--- config.mk ---
export PLATFORM = sky130hd
export DESIGN_NAME = rangefinder_frame_parser_flat
export DESIGN_NICKNAME = d
export VERILOG_FILES = /design/src/design/rfp_pkg.sv /design/src/design/rfp_rx_if.sv /design/src/design/rfp_dist_if.sv /design/src/design/rfp_frame_core.sv /design/src/design/rangefinder_frame_parser.sv /design/src/flat_wrapper.sv
export SDC_FILE = /design/constraint.sdc
export NUM_CORES = 1
export LEC_CHECK = 0
export ABC_CLOCK_PERIOD_IN_PS = 10350
export BUFFER_PORTS_ARGS = -buffer_cell sky130_fd_sc_hd__buf_2
export CAP_MARGIN = 5
export CORE_UTILIZATION = 65
export DETAILED_ROUTE_END_ITERATION = 10
export PLACE_DENSITY = 0.83
export SETUP_SLACK_MARGIN = 0.4
export SLEW_MARGIN = 30
export SYNTH_ARGS = -nofsm -noshare
export SYNTH_HDL_FRONTEND = slang
export SYNTH_SLANG_ARGS = --single-unit
export TNS_END_PERCENT = 10
--- constraint.sdc ---
create_clock -name clk_i -period 10.35 [get_ports clk_i]
set_clock_uncertainty 0.15 [all_clocks]
set_input_delay 1.035 -clock clk_i [delete_from_list [all_inputs] [get_ports clk_i]]
set_output_delay 1.035 -clock clk_i [all_outputs]
set_load 0.01 [all_outputs]
--- src/design/rfp_pkg.sv ---
// Shared constants, types and helpers for the rangefinder frame parser.
`timescale 1ns / 1ps
`default_nettype none

package rfp_pkg;

  localparam int unsigned ByteW = 8;
  localparam int unsigned DistW = 20;
  localparam int unsigned PosW  = 4;

  localparam logic [ByteW-1:0] SyncByte  = 8'h80;
  localparam logic [ByteW-1:0] AsciiZero = 8'h30;
  localparam logic [ByteW-1:0] AsciiNine = 8'h39;
  localparam logic [ByteW-1:0] AsciiDot  = 8'h2E;

  localparam logic [PosW-1:0] PosHunt  = 4'd0;
  localparam logic [PosW-1:0] PosFirst = 4'd1;
  localparam logic [PosW-1:0] PosDot   = 4'd6;
  localparam logic [PosW-1:0] PosCheck = 4'd10;
  localparam logic [PosW-1:0] FrameLen = 4'd11;

  typedef logic [ByteW-1:0] byte_t;
  typedef logic [DistW-1:0] dist_t;
  typedef logic [PosW-1:0]  pos_t;

  // Outcome of one consumed byte.
  typedef struct packed {
    logic  hit;
    dist_t dist_val;
  } result_t;

  function automatic logic is_digit(input byte_t b);
    return (b >= AsciiZero) && (b <= AsciiNine);
  endfunction

  function automatic logic is_digit_slot(input pos_t p);
    return ((p >= 4'd3) && (p <= 4'd5)) || ((p >= 4'd7) && (p <= 4'd9));
  endfunction

endpackage

`default_nettype wire

--- src/design/rfp_rx_if.sv ---
// Valid/ready channel carrying received serial bytes.
`timescale 1ns / 1ps
`default_nettype none

interface rfp_rx_if;
  logic                     valid;
  logic                     ready;
  logic [rfp_pkg::ByteW-1:0] rx_byte;

  modport source (output valid, output rx_byte, input ready);
  modport sink   (input valid, input rx_byte, output ready);
endinterface

`default_nettype wire

--- src/design/rfp_dist_if.sv ---
// Valid/ready channel carrying decoded distances.
`timescale 1ns / 1ps
`default_nettype none

interface rfp_dist_if;
  logic                      valid;
  logic                      ready;
  logic [rfp_pkg::DistW-1:0] distance_thousandths;

  modport source (output valid, output distance_thousandths, input ready);
  modport sink   (input valid, input distance_thousandths, output ready);
endinterface

`default_nettype wire

--- src/design/rfp_frame_core.sv ---
// Frame tracker: sync hunt, checksum, digit and dot checks, digit accumulation.
`timescale 1ns / 1ps
`default_nettype none

module rfp_frame_core (
  input  wire logic             clk_i,
  input  wire logic             rst_ni,
  input  wire logic             step_i,
  input  wire rfp_pkg::byte_t   byte_i,
  output rfp_pkg::result_t      res_o
);
  import rfp_pkg::*;

  pos_t  pos_q, pos_d;
  byte_t sum_q, sum_d;
  dist_t digit_q, digit_d;
  logic  good_q, good_d;

  logic [DistW+3:0] times_ten;
  byte_t            expect_sum;
  logic [3:0]       digit_off;

  assign times_ten  = {1'b0, digit_q, 3'b000} + {3'b000, digit_q, 1'b0};
  assign expect_sum = 8'd0 - sum_q;
  assign digit_off  = byte_i[3:0] - AsciiZero[3:0];

  always_comb begin
    pos_d    = pos_q;
    sum_d    = sum_q;
    digit_d  = digit_q;
    good_d   = good_q;
    res_o    = '0;
    res_o.dist_val = digit_q;
    if (step_i) begin
      if ((pos_q == PosHunt) || (pos_q >= FrameLen)) begin
        if (byte_i == SyncByte) begin
          pos_d   = PosFirst;
          sum_d   = byte_i;
          digit_d = '0;
          good_d  = 1'b1;
        end else begin
          pos_d = PosHunt;
        end
      end else if (pos_q == PosCheck) begin
        // Checksum byte closes the frame either way.
        pos_d     = PosHunt;
        res_o.hit = (byte_i == expect_sum) && good_q;
      end else begin
        sum_d = sum_q + byte_i;
        if (is_digit_slot(pos_q)) begin
          if (is_digit(byte_i)) begin
            digit_d = DistW'(times_ten + {{DistW{1'b0}}, digit_off});
          end else begin
            good_d = 1'b0;
          end
        end else if ((pos_q == PosDot) && (byte_i != AsciiDot)) begin
          good_d = 1'b0;
        end
        pos_d = pos_q + 4'd1;
      end
    end
  end

  always_ff @(posedge clk_i or negedge rst_ni) begin
    if (!rst_ni) begin
      pos_q   <= PosHunt;
      sum_q   <= '0;
      digit_q <= '0;
      good_q  <= 1'b1;
    end else begin
      pos_q   <= pos_d;
      sum_q   <= sum_d;
      digit_q <= digit_d;
      good_q  <= good_d;
    end
  end

endmodule

`default_nettype wire

--- src/design/rangefinder_frame_parser.sv ---
// Top level of the rangefinder frame parser: input register, frame core, result register.
//
//   channel  dir  payload                      width
//   rx_i     in   rx_byte                      8
//   dist_o   out  distance_thousandths         20
//
// One byte per cycle sustained while the result side is not stalled: a request
// moves from rx_i into the input register, then through the frame core into
// the result register, which raises result valid after a good checksum byte.
// Reset (async, active low) clears the frame state to hunting and empties
// both registers. A stalled result holds the input register; the input
// register still frees in the same cycle the result is taken.
`timescale 1ns / 1ps
`default_nettype none

module rangefinder_frame_parser (
  input  wire logic clk_i,
  input  wire logic rst_ni,
  rfp_rx_if.sink    rx_i,
  rfp_dist_if.source dist_o
);
  import rfp_pkg::*;

  logic    in_valid_q;
  byte_t   in_byte_q;
  logic    out_valid_q, out_valid_d;
  dist_t   out_dist_q;
  logic    advance;
  result_t res;

  assign advance    = in_valid_q && (!out_valid_q || dist_o.ready);
  assign rx_i.ready = !in_valid_q || advance;

  rfp_frame_core u_core (
    .clk_i  (clk_i),
    .rst_ni (rst_ni),
    .step_i (advance),
    .byte_i (in_byte_q),
    .res_o  (res)
  );

  always_comb begin
    out_valid_d = out_valid_q;
    if (advance) begin
      out_valid_d = res.hit;
    end else if (dist_o.ready) begin
      out_valid_d = 1'b0;
    end
  end

  always_ff @(posedge clk_i or negedge rst_ni) begin
    if (!rst_ni) begin
      in_valid_q  <= 1'b0;
      out_valid_q <= 1'b0;
    end else begin
      if (rx_i.ready) begin
        in_valid_q <= rx_i.valid;
      end
      out_valid_q <= out_valid_d;
    end
  end

  // Payload registers: load on request, hold otherwise.
  always_ff @(posedge clk_i) begin
    if (rx_i.valid && rx_i.ready) begin
      in_byte_q <= rx_i.rx_byte;
    end
    if (advance && res.hit) begin
      out_dist_q <= res.dist_val;
    end
  end

  assign dist_o.valid                = out_valid_q;
  assign dist_o.distance_thousandths = out_dist_q;

endmodule

`default_nettype wire

--- src/flat_wrapper.sv ---
// flat-port wrapper written by rule: the top's interface ports become plain ports
module rangefinder_frame_parser_flat import rfp_pkg::*;
  (clk_i, rst_ni, rx_i_valid, rx_i_rx_byte, rx_i_ready, dist_o_valid, dist_o_distance_thousandths, dist_o_ready);
  rfp_rx_if rx_i_i ();
  rfp_dist_if dist_o_i ();
  input  wire logic clk_i;
  input  wire logic rst_ni;
  input wire logic [$bits(rx_i_i.valid)-1:0] rx_i_valid;
  input wire logic [$bits(rx_i_i.rx_byte)-1:0] rx_i_rx_byte;
  output wire logic [$bits(rx_i_i.ready)-1:0] rx_i_ready;
  output wire logic [$bits(dist_o_i.valid)-1:0] dist_o_valid;
  output wire logic [$bits(dist_o_i.distance_thousandths)-1:0] dist_o_distance_thousandths;
  input wire logic [$bits(dist_o_i.ready)-1:0] dist_o_ready;
  assign rx_i_i.valid = rx_i_valid;
  assign rx_i_i.rx_byte = rx_i_rx_byte;
  assign rx_i_ready = rx_i_i.ready;
  assign dist_o_valid = dist_o_i.valid;
  assign dist_o_distance_thousandths = dist_o_i.distance_thousandths;
  assign dist_o_i.ready = dist_o_ready;
  rangefinder_frame_parser u_core (.clk_i(clk_i), .rst_ni(rst_ni), .rx_i(rx_i_i), .dist_o(dist_o_i));
endmodule
==> results of run 1 <==
==> metrics by stage <==
stage / area [um2] / std cells / hold WS [ns] / worst slack (ns) / total power [mW]
4_1_cts: 4330 / 494 / 0.295 / 6.76 / 1.20
5_1_grt: 4330 / 494 / 0.315 / 6.67 / 1.31
6_report: 4330 / 494 / 0.295 / 6.93 / 1.21
3_3_place_gp: 4160 / 478 / 0.291 / 6.87 / 0.995
3_5_place_dp: 4160 / 478 / 0.288 / 6.78 / 1.02
2_1_floorplan: 3960 / 380 / 0.275 / 5.93 / 0.902
==> worst reg2reg max path, delay by kind of cell (launching register included) <==
family,cells,cell delay [ns]
flops,1,0.50
compound gates,5,1.39
buf+inv,2,0.16
xor+xnor,1,0.15
fa+ha+maj,2,0.96
==> worst max-delay path by stage <==
stage	slack, ns	cells after the start	startpoint	to
after CTS	6.76	6	u_core.u_core.pos_q[3]	u_core.u_core.digit_q[19]
after global placement	6.87	7	dist_o_ready	u_core.u_core.digit_q[19]
after global routing	6.67	10	u_core.in_byte_q[3]	u_core.u_core.digit_q[16]
after detailed placement	6.78	7	dist_o_ready	u_core.u_core.digit_q[19]
final	6.93	10	u_core.in_byte_q[3]	u_core.u_core.digit_q[16]
after floorplan	5.93	5	dist_o_ready	u_core.dist_o.distance_thousandths[0]
==> where the power goes <==
part | internal [mW] | switching (mW) | leakage, nW | total, mW
sequential | 0.331 | 0.0825 | 0.706 | 0.413
combinational | 0.261 | 0.351 | 1.16 | 0.612
clock | 0.0853 | 0.0971 | 0.0781 | 0.182
==> state kept, by name, summed over array words and instances (netlist names) <==
register                            cells
u_core.u_core.good_q                    1
u_core.in_valid_q                       1
u_core.dist_o.distance_thousandths     20
u_core.u_core.sum_q                     8
u_core.u_core.digit_q                  20
u_core.u_core.pos_q                     4
u_core.in_byte_q                        8
u_core.dist_o.valid                     1
==> synth_stat cells (2+ instances only) <==
cell      instances  area share
a211oi_1          9       0.017
o31ai_1          10       0.019
buf_6             4       0.011
a21o_1           13       0.025
nor3_1            5      0.0063
clkbuf_1          3      0.0028
nor3b_1           2      0.0038
or3_1             5      0.0079
nand4_1           3      0.0047
xor2_1            5       0.011
o21ai_0          29       0.037
and2_1            2      0.0032
fa_1              3       0.015
dfrtp_1          34        0.21
or2_2             2      0.0032
nor4b_1           3      0.0066
nand2_1          40       0.038
nand3_1           6      0.0076
nor2_1           13       0.012
a22o_1            6       0.013
a31oi_1           4      0.0063
o41ai_1           4      0.0088
nand2b_1          5      0.0079
o21bai_1          4      0.0076
a21oi_1          23       0.029
xnor2_1          19       0.042
a32o_1            2      0.0051
edfxtp_1         28        0.21
inv_1            16       0.015
o211ai_1          2      0.0038
o21a_1            5      0.0095
ha_1             42        0.13
buf_2             4      0.0051
nor2b_1           4      0.0063
==> logic make-up (layout without fill, tap and decap cells) <==
| family | Yosys count | count (layout) | share of synthesized area |
|---|---|---|---|
| AO/OA/AOI/OAI | 122 | 122 | 0.206 |
| XOR/XNOR | 24 | 24 | 0.0530 |
| adder cells (fa/ha/maj) | 45 | 45 | 0.148 |
| buffers and inverters | 28 | 67 | 0.0354 |
| flip-flops | 63 | 63 | 0.434 |
| multiplexers | 1 | 1 | 0.00253 |
| AND/OR/NAND/NOR | 97 | 97 | 0.122 |
==> routing by layer <==
metal | wire (um) | part of all wire | global-route usage
met5 | 0 | 0 | 0
met4 | 239 | 0.030 | 0.157
met3 | 242 | 0.031 | 0.0466
met2 | 3940 | 0.50 | 0.477
met1 | 3430 | 0.44 | 0.332
==> layout make-up <==
class | count | share of cell area
Timing Repair Buffer | 35 | 0.0416
Multi-Input combinational cell | 289 | 0.488
Sequential cell | 63 | 0.397
Inverter | 16 | 0.0139
Tap cell | 75 | 0.0217
Clock buffer | 10 | 0.0295
Clock inverter | 6 | 0.00867
==> impl_metrics.csv, run 1 <==
group,metric,value,unit
outcome,status,"completed",
sta,period_minus_slack,3.42,ns
cts,cts_hold_buf,0,
global_route,grt_start_max_net_pins,36,
cells_and_area,drive_gt1_frac,0.138,
cts,clk_pin_slew,0.07,ns
cells_and_area,multiInputGateArea,2110,um2
sta,relSlewSlack,0.458,
worst_setup_path,worstPathCellList,"inv_1 > fa_1 > inv_1 > fa_1 > a211oi_1 > o211ai_1 > a41oi_1 > o21ai_0 > xnor2_1 > o31ai_1",
placed_design,gp_congestion,0.880,
yosys,syn_inst,380,
power_and_ir_drop,p_leak,1.95,nW
worst_hold_path,hp-start,"u_core.u_core.digit_q[19]",
global_route,grt.overflow.total,0,
cts,cts_setup_buffers,0,
sta,tns,0,ns
worst_setup_path,critPathMaxFanout,6,
die,initial_core_util,0.673,
drt,ant_nets,0,
drt,drt_pre_antenna_iters,5,
worst_hold_path,worstHoldEndpoint,"u_core.dist_o.distance_thousandths[19]",
die,fp.dieW,80.1,um
sta,setup_viol_count_final,0,
worst_hold_path,whs_path_depth,0,
worst_hold_path,hp-class,"reg -> reg",
yosys,syn-cell-area,3960,um2
global_route,first_global_vias,3007,
cts,clock-sinks,63,
cells_and_area,fin_nets,471,
global_route,antenna_found_initial,0,
drt,route.detailed.wl_per_inst,15.9,um
global_route,grt_usage,0.279,
cells_and_area,final_common_cell,"ha_1",
drt,wirelength,7860,um
cts,cts_resized,0,
placed_design,port_buffers,33,
run,maxCapViolations,0,
worst_setup_path,max_stage_delay,0.50,ns
worst_setup_path,critPathArrivalTime,3.51,ns
power_and_ir_drop,pwr_density_cell,279,nW/um2
yosys,ys_types,55,
die,die_area,6410,um2
drt,drt_iter0_drc,227,
sta,tightestPinTransition,0.812,ns
drt,vias,3042,
drt,drc_errors,0,
worst_setup_path,path_class,"reg -> reg",
cts,cts_buffer_depth,2,
worst_setup_path,r2r_end,"u_core.u_core.digit_q[16]",
sta,hold_violations,0,
worst_setup_path,ff2ff_setup_slack,6.93,ns
cells_and_area,final_cell_mix,"ha_1, nand2_1, dfrtp_1, buf_2, o21ai_0",
worst_setup_path,crit_slowest_cell,"edfxtp_1",
worst_setup_path,crit_required,10.44,ns
die,fp-row-count,28,
yosys,syn-num-nets,437,
yosys,synth_edf_count,28,
cells_and_area,nFillCells,428,
yosys,avgSynthCellArea,10.4,um2
cells_and_area,final_core_util,0.736,
worst_setup_path,crit_family,"compound AO/OA/AOI/OAI gates",
worst_setup_path,startpoint_type,"flop",
sta,max_freq,293,MHz
cells_and_area,seqCellArea,1720,um2
worst_setup_path,cp_num_buf_inv,2,
cells_and_area,area_growth_syn_to_layout,9.25,%
global_route,grt_pass1_wl,13500,um
yosys,synth-main-ff-cell,"dfrtp_1",
yosys,yosysSeqAreaShare,0.434,
die,design.core.area,5890,um2
cts,cts_tree,"built",
drt,via_per_inst,6.16,
die,die_h,80.1,um
cells_and_area,antenna_cells,0,
sta,drv_slew,0,
placed_design,post-dp-hpwl,5800,um
sta,rsz0062_at_grt,"no",
worst_setup_path,cp-end-kind,"flop",
cts,ctsRootBufferMaster,"clkbuf_8",
yosys,yosysWarnings,0,
power_and_ir_drop,irDropWorstVdd,239,uV
yosys,async_reset_ff_frac,0.556,
yosys,ys_ff_latch,63,
cts,htree_levels,3,
cts,clk_latency,0.35,ns
die,io-pin-count,34,
worst_setup_path,r2r_start,"u_core.in_byte_q[3]",
cts,cts_made_buffers,9,
sta,timing.final.crit_share,0.330,
worst_setup_path,r2r_cells,10,
(Power assumes the default switching activity.)
==> run 2: changes to the inputs <==
Settings changed: ABC_CLOCK_PERIOD_IN_PS 10350 to 3400, CORE_UTILIZATION 65 to 60, PLACE_DENSITY 0.83 to 0.77.
Clock period 10.35 ns to 3.4 ns, I/O delays scaled along.
==> impl_metrics.csv, run 2 (same netlist as run 1, synthesis figures left out) <==
group,metric,value,unit
power_and_ir_drop,p_sw,1.66,mW
worst_setup_path,critPathMaxFanout,4,
global_route,first_global_vias,2972,
sta,tightestPinTransition,0.883,ns
worst_setup_path,critPathArrivalTime,3.07,ns
cts,clock-sinks,63,
worst_setup_path,path_class,"reg -> reg",
drt,drc_errors,0,
cells_and_area,fin_cells,508,
power_and_ir_drop,total_power,3.90,mW
drt,drt_pre_antenna_iters,4,
cells_and_area,drive_gt1_frac,0.167,
sta,period_minus_slack,2.96,ns
placed_design,port_buffers,33,
worst_setup_path,r2r_cells,10,
power_and_ir_drop,p_comb_frac,0.510,
worst_setup_path,cp-end-kind,"flop",
sta,setup_viol_count_final,0,
drt,ant_nets,0,
placed_design,place_ws,0.241,ns
worst_hold_path,whs_path_depth,1,
worst_hold_path,hp-start,"rx_i_rx_byte[4]",
sta,relSlewSlack,0.411,
die,initial_core_util,0.624,
global_route,antenna_found_initial,0,
global_route,grt_pass1_wl,13400,um
sta,drv_slew,0,
die,fp.dieW,83.3,um
run,maxCapViolations,0,
cts,cts_tree,"built",
worst_setup_path,r2r_end,"u_core.u_core.digit_q[18]",
power_and_ir_drop,irDropWorstVdd,625,uV
die,design.core.area,6350,um2
global_route,grt_usage,0.248,
sta,hold_violations,0,
cells_and_area,final_core_util,0.708,
worst_setup_path,r2r_start,"u_core.u_core.digit_q[0]",
worst_hold_path,hp-class,"in -> reg",
cells_and_area,final_cell_mix,"ha_1, nand2_1, dfrtp_1, buf_2",
cells_and_area,nFillCells,459,
sta,tns,0,ns
sta,timing.final.crit_share,0.870,
drt,via_per_inst,6.07,
placed_design,post-dp-hpwl,5770,um
cells_and_area,fin_nets,483,
placed_design,gp_congestion,0.906,
outcome,status,"completed",
sta,rsz0062_at_grt,"yes",
cts,clk_pin_slew,0.07,ns
drt,route.detailed.wl_per_inst,15.9,um
power_and_ir_drop,power.internal,2.23,mW
worst_setup_path,ff2ff_setup_slack,0.44,ns
drt,drt_iter0_drc,119,
worst_setup_path,startpoint_type,"flop",
cells_and_area,final_common_cell,"ha_1",
power_and_ir_drop,p_leak,2.03,nW
placed_design,dp_cells,487,
power_and_ir_drop,p_sw_frac,0.427,
cells_and_area,area_growth_syn_to_layout,13.5,%
cts,cts_made_buffers,9,
worst_hold_path,worstHoldEndpoint,"u_core.in_byte_q[4]",
cts,clk_latency,0.35,ns
sta,max_freq,338,MHz
cts,ctsRootBufferMaster,"clkbuf_8",
sta,fin_ws,0.441,ns
cts,cts_buffer_depth,2,
global_route,grt_start_max_net_pins,36,
die,die_h,83.3,um
global_route,grt.overflow.total,0,
drt,wirelength,8050,um
cells_and_area,antenna_cells,0,
die,io-pin-count,34,
drt,vias,3083,
power_and_ir_drop,pwr_density_cell,867,nW/um2
power_and_ir_drop,seq_power_share,0.321,
cts,htree_levels,3,
power_and_ir_drop,clockPowerShare,0.169,
die,fp-row-count,29,
worst_setup_path,crit_required,3.51,ns
die,die_area,6930,um2
run 2: cell types whose count changed in the layout (fill, tap and decap cells not counted), sizes merged:
cell         change
bufinv           +1
dlygate4sd3      +1
clkinv           -2
buf             +11
clkinvlp         -2
clkbuf           +3
run 2: power by group through the flow:
stage / Clock (mW) / Sequential (mW) / Combinational (mW)
after floorplan: 0 / 1.16 / 1.60
after global placement: 0 / 1.25 / 1.82
after detailed placement: 0 / 1.26 / 1.89
after CTS: 0.657 / 1.25 / 1.92
after global routing: 0.687 / 1.28 / 2.24
final: 0.658 / 1.25 / 1.99
run 2: metrics by stage:
stage / hold WS [ns] / instance area (um2)
floorplan: -0.106 / 3980
global placement: 0.285 / 4230
detailed placement: 0.294 / 4230
CTS: 0.00772 / 4450
global route: 0.00843 / 4500
finish: 0.0129 / 4500
run 2: final cells by class:
class | count | area, um2 | area share
Clock inverter | 3 | 42.5 | 0.00946
Sequential cell | 63 | 1720 | 0.382
Clock buffer | 13 | 149 | 0.0331
Inverter | 16 | 60.1 | 0.0134
Timing Repair Buffer | 47 | 275 | 0.0612
Tap cell | 77 | 96.3 | 0.0214
Multi-Input combinational cell | 289 | 2160 | 0.479
run 2: repair_timing:
item | 4_1_cts | 5_1_grt
hold buffers | 1 | 0
setup buffers | 1 | 3
gates resized for setup | 3 | 6
pin swaps | 1 | 5
hold endpoints to repair | 34 | 0
setup endpoints to repair | 3 | 23
run 2: routing by layer:
layer	track usage	part of all wire	up-vias	wire, um
met2	0.437	0.50	88	4030
met5	0	0	-	0
li1	-	-	1517	-
met3	0.0596	0.043	18	348
met4	0.114	0.025	0	202
met1	0.285	0.43	1460	3470
run 2: worst max path at each step:
stage                        startpoint                        end  slack (ns)  cells past startpoint
4_1_cts        u_core.u_core.digit_q[0]  u_core.u_core.digit_q[19]        0.38                     11
2_1_floorplan       u_core.in_byte_q[3]  u_core.u_core.digit_q[16]        0.46                     10
5_1_grt        u_core.u_core.digit_q[0]  u_core.u_core.digit_q[18]        0.27                     10
6_report       u_core.u_core.digit_q[0]  u_core.u_core.digit_q[18]        0.44                     10
3_5_place_dp   u_core.u_core.digit_q[0]  u_core.u_core.digit_q[16]        0.24                     10
3_3_place_gp   u_core.u_core.digit_q[0]  u_core.u_core.digit_q[16]        0.32                     10
run 2: worst max-delay path, cell delays in order (launching register included):
cell and delay (ns):
dfrtp_1 0.39, inv_1 0.08, fa_1 0.53, inv_1 0.10, fa_2 0.44, a211oi_2 0.27
o211ai_1 0.20, a31oi_1 0.26, a21boi_1 0.13, xnor2_1 0.14, o31ai_1 0.18
